File: config.mk
export PLATFORM = sky130hd
export DESIGN_NAME = hnds_ctrl
export DESIGN_NICKNAME = d
export VERILOG_FILES = /design/src/rtl/hnds_pkg.sv /design/src/rtl/hnds_ctrl.sv
export SDC_FILE = /design/constraint.sdc
export NUM_CORES = 1
export LEC_CHECK = 0
export BUFFER_PORTS_ARGS = -buffer_cell sky130_fd_sc_hd__clkbuf_2
export CORE_AREA = 2 2 39 41
export CTS_CLUSTER_SIZE = 12
export DETAILED_ROUTE_END_ITERATION = 10
export DIE_AREA = 0 0 41 43
export GPL_ROUTABILITY_DRIVEN = 0
export PLACE_DENSITY_LB_ADDON = 0.1
export SYNTH_ARGS = -nofsm -noshare
export SYNTH_HDL_FRONTEND = slang
export SYNTH_SLANG_ARGS = --single-unit
File: constraint.sdc
create_clock -name clock -period 2 [get_ports clock]
set_clock_uncertainty 0.15 [all_clocks]
set_input_delay 0.4 -clock clock [delete_from_list [all_inputs] [get_ports clock]]
set_output_delay 0.4 -clock clock [all_outputs]
set_load 0.03 [all_outputs]
File: src/rtl/hnds_pkg.sv
// shared types, constants and helpers for the near-duplicate key search unit
package hnds_pkg;

   localparam int CAPACITY = 1024;
   localparam int ADDR_W   = $clog2(CAPACITY);
   localparam int CNT_W    = $clog2(CAPACITY + 1);
   localparam int ID_W     = 10;
   localparam int MATCH_W  = 11;
   localparam int TOTAL_W  = 32;
   localparam int HALF_W   = 64;
   localparam int KEY_W    = 128;
   localparam int SEG_W    = 32;
   localparam int SEG_N    = KEY_W / SEG_W;
   localparam int SPOP_W   = $clog2(SEG_W + 1);
   localparam int DIST_W   = 8;
   localparam int RAD_W    = 2;
   localparam int CSR_AW   = 3;
   localparam int CSR_DW   = 32;

   localparam logic [RAD_W-1:0] RADIUS_MAX = RAD_W'(2);
   localparam logic [DIST_W-1:0] MAX_DIST_RESET = DIST_W'(8);

   localparam logic OP_INSERT = 1'b0;
   localparam logic OP_QUERY  = 1'b1;

   localparam logic [1:0] RSP_INSERTED = 2'd0;
   localparam logic [1:0] RSP_CLASH    = 2'd1;
   localparam logic [1:0] RSP_FULL     = 2'd2;
   localparam logic [1:0] RSP_QUERY    = 2'd3;

   localparam logic CSR_IDX_MAX_DIST = 1'b0;
   localparam logic CSR_IDX_RADIUS   = 1'b1;

   typedef enum logic [1:0] {
      ST_IDLE,
      ST_SCAN,
      ST_FINISH
   } hnds_state_type;

   typedef struct packed {
      logic load;
      logic rd;
      logic finish;
   } hnds_cmd_type;

   typedef struct packed {
      logic scan_end;
      logic busy;
   } hnds_status_type;

   function automatic logic [3:0] pop8(input logic [7:0] v);
      logic [3:0] n;
      n = '0;
      for (int i = 0; i < 8; i++) begin
         n = n + 4'(v[i]);
      end
      return n;
   endfunction

   function automatic logic [SPOP_W-1:0] pop32(input logic [SEG_W-1:0] v);
      return SPOP_W'(pop8(v[7:0])) + SPOP_W'(pop8(v[15:8]))
           + SPOP_W'(pop8(v[23:16])) + SPOP_W'(pop8(v[31:24]));
   endfunction

endpackage

File: src/rtl/hnds_ctrl.sv
// sequencing state machine: accept, scan stored keys, drain, post result
module hnds_ctrl (
   input  logic                     clock,
   input  logic                     reset,
   input  logic                     req_valid,
   output logic                     req_stall,
   output logic                     rsp_valid,
   input  logic                     rsp_stall,
   input  hnds_pkg::hnds_status_type sts,
   output hnds_pkg::hnds_cmd_type    cmd
);
   import hnds_pkg::*;

   hnds_state_type state_ff, state_in;
   logic           rsp_valid_ff, rsp_valid_in;

   always_ff @(posedge clock) begin
      if (reset) begin
         state_ff     <= ST_IDLE;
         rsp_valid_ff <= 1'b0;
      end else begin
         state_ff     <= state_in;
         rsp_valid_ff <= rsp_valid_in;
      end
   end

   always_comb begin
      state_in     = state_ff;
      cmd          = '0;
      rsp_valid_in = rsp_valid_ff & rsp_stall;
      case (state_ff)
         ST_IDLE: begin
            if (req_valid) begin
               cmd.load = 1'b1;
               state_in = ST_SCAN;
            end
         end
         ST_SCAN: begin
            if (!sts.scan_end) begin
               cmd.rd = 1'b1;
            end else if (!sts.busy) begin
               state_in = ST_FINISH;
            end
         end
         ST_FINISH: begin
            if (!rsp_valid_ff || !rsp_stall) begin
               cmd.finish   = 1'b1;
               rsp_valid_in = 1'b1;
               state_in     = ST_IDLE;
            end
         end
         default: begin
            state_in = ST_IDLE;
         end
      endcase
   end

   assign req_stall = (state_ff != ST_IDLE);
   assign rsp_valid = rsp_valid_ff;

endmodule

==> results.md, run 1 <==
* Result of the run: finished clean
* Height of the chip at 43 microns
* Aggregate negative setup slack at 0 ns
* Effective utilization at floorplan at 11.3%
* Share of synthesized area occupied by flip-flops and latches at 38.4%
* Headroom to the max-slew limit at 86.5%
* First-pass GRT wire length at 579 microns
* Critical Path End Type: output pin
* Setup Fix Bufs, Post-CTS at 0
* Detailed-route DRC error count at 0
* Arrival time of data at the critical path endpoint at 1.11 ns
* Power after layout at 204 uW
* Classification of the worst setup path: flip-flop to output pin
* # nets final at 38
* Total of endpoints with negative setup slack in the final report at 0
* Data required, critical path at 1.45 ns
* Transition time of the tightest slew-check pin at 0.203 ns
* Max Clock Freq at 603 MHz
* Post-Syn Area per Cell at 9.20 sq um
* Kind of start point of the critical path: flip-flop
* PnR worst setup slack at 0.341 ns
* Largest area contributor in the netlist: sky130_fd_sc_hd__dfxtp_1
* I/O Pins at 11
* Total wire length at 381 microns
* Leakage power at 0.116 nW
* CTS Sinks at 3
* Syn. warnings at 0
* Number of antenna violations at the first check in global routing at 0
* Final hold slack at 0.224 ns
* Post-CTS clock slew at the launch and capture registers of the worst setup and hold paths at 0.04 ns
* Post-synthesis net count at 23
* Initial DRC count at 0
* Yosys cell types at 13
* Post-Place Setup Slack at 0.533 ns
* Remaining antenna violation count at 0
* Total global routing overflow at 0
* Cell types occupying the most area after synthesis: sky130_fd_sc_hd__dfxtp_1 (38%), sky130_fd_sc_hd__a21oi_1 (9.6%), sky130_fd_sc_hd__nor4_2 (8.0%)
* TritonCTS clock tree: done
* Largest fanout on the critical path at 7
* Port buffer count at 10
* Overall routing resource usage at 5.62%
* Die area at 1760 sq um
* H-tree Lvls at 1
* Number of storage elements in the synthesis netlist at 3
* Clock latency on the worst-skew pair at 0.23 ns
* Leading cell types in the layout, fill and taps excluded: sky130_fd_sc_hd__clkbuf_2 (10), sky130_fd_sc_hd__a21oi_1 (3), sky130_fd_sc_hd__clkbuf_4 (3), sky130_fd_sc_hd__dfxtp_1 (3)
* RSZ-0062 raised after global routing: false
* Final worst path period share at 82.9%
* Final-layout fill cell count at 176
* Final Max Tran Viols at 0
* Die Wd at 41 microns
* Fraction of final layout cells with drive strength greater than 1 at 51.6%
* Most common cell after layout, fill and taps aside: sky130_fd_sc_hd__clkbuf_2
* HPWL after detailed placement at 338 microns
* Total vias in the final route at 171
* Classification of the worst-slack hold path: input port to flip-flop
* CTS Hold Bufs at 0
* Share of the synthesized area in the top cell type at 38.4%
* Average routed wire per standard cell at 8.11 microns
* Cell area after synthesis at 156 sq um
* MaxCap Viol Count at 0
* Total inserted antenna cells at 0
* Cell count after synthesis at 17
* Power density over the cells at 808 nW/um^2
* Number of buffers added by the clock tree synthesis step at 3
* Max VDD drop at 0.000245 V
* Post-layout min period at 1.66 ns
* Clk buf depth at 2
* Maximum number of pins on one net before global-route repair at 8
* Clock root cell: sky130_fd_sc_hd__clkbuf_4
* Via density per instance at 3.64
* Std-Cell Core Area at 1380 sq um
* Number of search-and-repair iterations in the first detailed-routing pass at 1
* Vias in the first global route at 164
* Number of rows in the core area at 14
* Post-cts sizing count at 0
* Area growth syn-to-layout at 61.6%
* Hold Vio Cnt, Final at 0
kinds of logic after synthesis:
kind of cell / share of synthesized area, %
flip-flops: 38.4
AO/OA/AOI/OAI: 9.60
AND/OR/NAND/NOR: 49.6
buffers and inverters: 2.40
synthesized netlist by cell type (all sizes together):
| library cell | n |
|---|---|
| or2 | 1 |
| a21oi | 3 |
| nand2 | 1 |
| nor4 | 1 |
| nand2b | 1 |
| and3b | 1 |
| nor3b | 1 |
| dfxtp | 3 |
| nor2 | 2 |
| nand4bb | 1 |
| nand4b | 1 |
| inv | 1 |
path summary, 6_finish.rpt:
| check | start | slack, ns | to | cells past startpoint |
|---|---|---|---|---|
| max | state_ff[0] | 0.34 | cmd[2] | 3 |
| min | reset | 0.22 | rsp_valid | 2 |
| max reg2reg | state_ff[1] | 1.08 | state_ff[1] | 2 |
| min reg2reg | rsp_valid | 0.34 | rsp_valid | 2 |
metal layers:
metal,share of wire (%),GRT usage [%],routed length [microns],vias to the layer above
met5,0,0,0,-
met2,57,8.44,217,4
li1,-,-,-,89
met4,0,6.00,0,0
met1,37,3.53,142,78
met3,5.5,4.71,21,0
state kept, by name (all words and copies together), names as in the netlist:
| signal | count |
|---|---|
| rsp_valid | 1 |
| state_ff | 2 |
cell type report:
class                   instances  area (sq um)  share of cell area [%]
clock buffers                   4          26.3                    10.4
inverters                       1          3.75                    1.49
multi-input cells              13          92.6                    36.6
flip-flops and latches          3          60.1                    23.8
well taps                      16          20.0                    7.92
repair buffers                 10          50.0                    19.8
metrics by stage:
step | cell area, sq um | std cells | utilization, %
global route | 253 | 47 | 18.3
CTS | 253 | 47 | 18.3
global placement | 226 | 43 | 16.4
detailed placement | 226 | 43 | 16.4
floorplan | 156 | 17 | -
finish | 253 | 47 | 18.3
critical path, stage by stage (launching register included):
cell and delay (ns):
sky130_fd_sc_hd__dfxtp_1 0.34, sky130_fd_sc_hd__or2_4 0.27, sky130_fd_sc_hd__nor2_2 0.07, sky130_fd_sc_hd__clkbuf_2 0.20
power breakdown:
group	switching, mW	leakage [nW]	internal, mW
Clock	0.0281	0.0150	0.0745
Sequential	0.00341	0.0245	0.0627
Combinational	0.0203	0.0765	0.0151
Total	0.0519	0.116	0.152
No activity file was read; power rests on OpenSTA's default activity.
==> run 2, diff against run 1 <==
Clock period 2 ns to 1.4 ns, I/O delays scaled along.
==> run 2 against run 1 <==
Compared with the run above:
- via count down 2.3%
- the flow now finishes with violations (setup timing)
- largest power group unchanged
- critical path depth unchanged
- non-clock buffer count up 1
==> results.md, run 2 (synthesis results as in run 1) <==
* # nets final at 39
* Die area at 1760 sq um
* Number of rows in the core area at 14
* Reg2reg setup slack at 0.47 ns
* Port buffer count at 10
* Number of antenna violations at the first check in global routing at 0
* Final standard cell utilization of the core at 21.2%
* Total of endpoints with negative setup slack in the final report at 3
* Headroom to the max-slew limit at 88.6%
* Total vias in the final route at 167
* Fraction of final layout cells with drive strength greater than 1 at 62.5%
* Average routed wire per standard cell at 7.52 microns
* Total global routing overflow at 0
* Arrival time of data at the critical path endpoint at 1.04 ns
* RR Endpoint: state_ff[1]
* Detailed-route DRC error count at 0
* Height of the chip at 43 microns
* Power density over the cells at 1050 nW/um^2
* Number of search-and-repair iterations in the first detailed-routing pass at 1
* Remaining antenna violation count at 0
* Classification of the worst setup path: flip-flop to output pin
* Transition time of the tightest slew-check pin at 0.170 ns
* Final worst path period share at 105%
* Logic depth of the worst setup path including buffers at 3
* Power after layout at 308 uW
* Largest fanout on the critical path at 6
* Dominant delay contributor by cell family on the critical path: flip-flops
* Hold Vio Cnt, Final at 0
* Clk buf depth at 2
* Classification of the worst-slack hold path: input port to flip-flop
* Post-CTS clock slew at the launch and capture registers of the worst setup and hold paths at 0.04 ns
* Effective utilization at floorplan at 11.3%
* Area occupied by multi-input gates at 103 sq um
* Crit-path cells: or2_4 -> nor2_4 -> buf_8
* Kind of start point of the critical path: flip-flop
* Crit path buffers/inverters at 1
* Final Max Tran Viols at 0
* Worst setup path start: state_ff[1]
* Overall routing resource usage at 6.83%
* HPWL after detailed placement at 308 microns
* CTS Sinks at 3
* PnR worst setup slack at -0.0672 ns
* Total inserted antenna cells at 0
* FF-to-FF path depth at 3
* Clock latency on the worst-skew pair at 0.23 ns
* Launch instance of the worst register-to-register path: state_ff[0]
* Area growth syn-to-layout at 87.2%
* Total wire length at 361 microns
* Cell at the slowest stage of the critical path: sky130_fd_sc_hd__dfxtp_4
* Post-layout min period at 1.47 ns
* Vias in the first global route at 166
* MaxCap Viol Count at 0
* Initial DRC count at 0
* Most common cell after layout, fill and taps aside: sky130_fd_sc_hd__clkbuf_2
* Delay contributed by the slowest stage of the critical path at 0.35 ns
* Aggregate negative setup slack at -0.135 ns
* Max Clock Freq at 682 MHz
* Storage element area at 65.1 sq um
* I/O Pins at 11
* Post-Place Setup Slack at 0.0964 ns
* CP endpoint: cmd[2]
* Max VDD drop at 0.000250 V
* Register ranked first by flip-flop count: state_ff
* RSZ-0062 raised after global routing: true
* Leakage power at 0.130 nW
* Critical Path End Type: output pin
* Die Wd at 41 microns
* TritonCTS clock tree: done
* H-tree Lvls at 1
* Leading cell types in the layout, fill and taps excluded: sky130_fd_sc_hd__clkbuf_2 (6), sky130_fd_sc_hd__clkbuf_4 (4), sky130_fd_sc_hd__a21oi_1 (3), sky130_fd_sc_hd__buf_4 (3)
* Via density per instance at 3.48
* Data required, critical path at 0.97 ns
* Maximum number of pins on one net before global-route repair at 7
* CTS Hold Bufs at 0
* Number of flip-flops in the largest register at 2
* Final-layout fill cell count at 157
* Violations in the final reports: setup timing
* Number of buffers added by the clock tree synthesis step at 3
* First-pass GRT wire length at 683 microns
* Result of the run: complete, but fails checks
* Clock root cell: sky130_fd_sc_hd__clkbuf_4
* Std-Cell Core Area at 1380 sq um
==> run 2: cell count changes in the layout (fill, tap and decap cells not counted), sizes merged <==
cell    delta
clkbuf     -3
buf        +4
==> run 2: layer usage <==
layer,up-vias,wire length [microns],GRT usage (%)
met3,0,27,4.71
met4,0,0,10.0
met1,73,105,5.14
met2,4,227,8.75
met5,-,0,0
li1,90,-,-
==> run 2: stage by stage <==
step           instances  hold WS, ns  area, sq um
2_1_floorplan         17        0.199          161
4_1_cts               48       0.0902          284
5_1_grt               48       0.0949          293
3_3_place_gp          43        0.336          231
3_5_place_dp          43        0.332          231
6_report              48       0.0954          293
==> run 2: worst min path at each step <==
stage	depth (start not counted)	endpoint	start	slack, ns
after detailed placement	2	rsp_valid	rsp_valid	0.33
after floorplan	1	rsp_valid	reset	0.20
after global routing	2	state_ff[0]	reset	0.09
after global placement	2	rsp_valid	rsp_valid	0.34
after CTS	2	state_ff[1]	reset	0.09
final	2	state_ff[1]	reset	0.1
==> run 2: area by class of cell <==
type / count / share of cell area [%]
well taps: 16 / 6.84
repair buffers: 11 / 25.6
multi-input cells: 13 / 35.0
inverters: 1 / 1.28
flip-flops and latches: 3 / 22.2
clock buffers: 4 / 8.97
==> run 2: worst reg2reg max path: stages (launching register included) <==
cell                        delay, ns
sky130_fd_sc_hd__dfxtp_2         0.34
sky130_fd_sc_hd__buf_4           0.11
sky130_fd_sc_hd__nand4bb_1       0.10
sky130_fd_sc_hd__a21oi_1         0.15
==> run 2: what timing repair did <==
item / CTS / global route
pin swaps: 0 / 0
resized for setup: 7 / 5
endpoints found under the setup margin: 4 / 4
setup buffers: 1 / 0
==> run 2: power by group <==
part	internal, mW	switching, mW	total (mW)
clock	0.107	0.0435	0.150
combinational	0.0329	0.0325	0.0655
sequential	0.0887	0.00407	0.0927
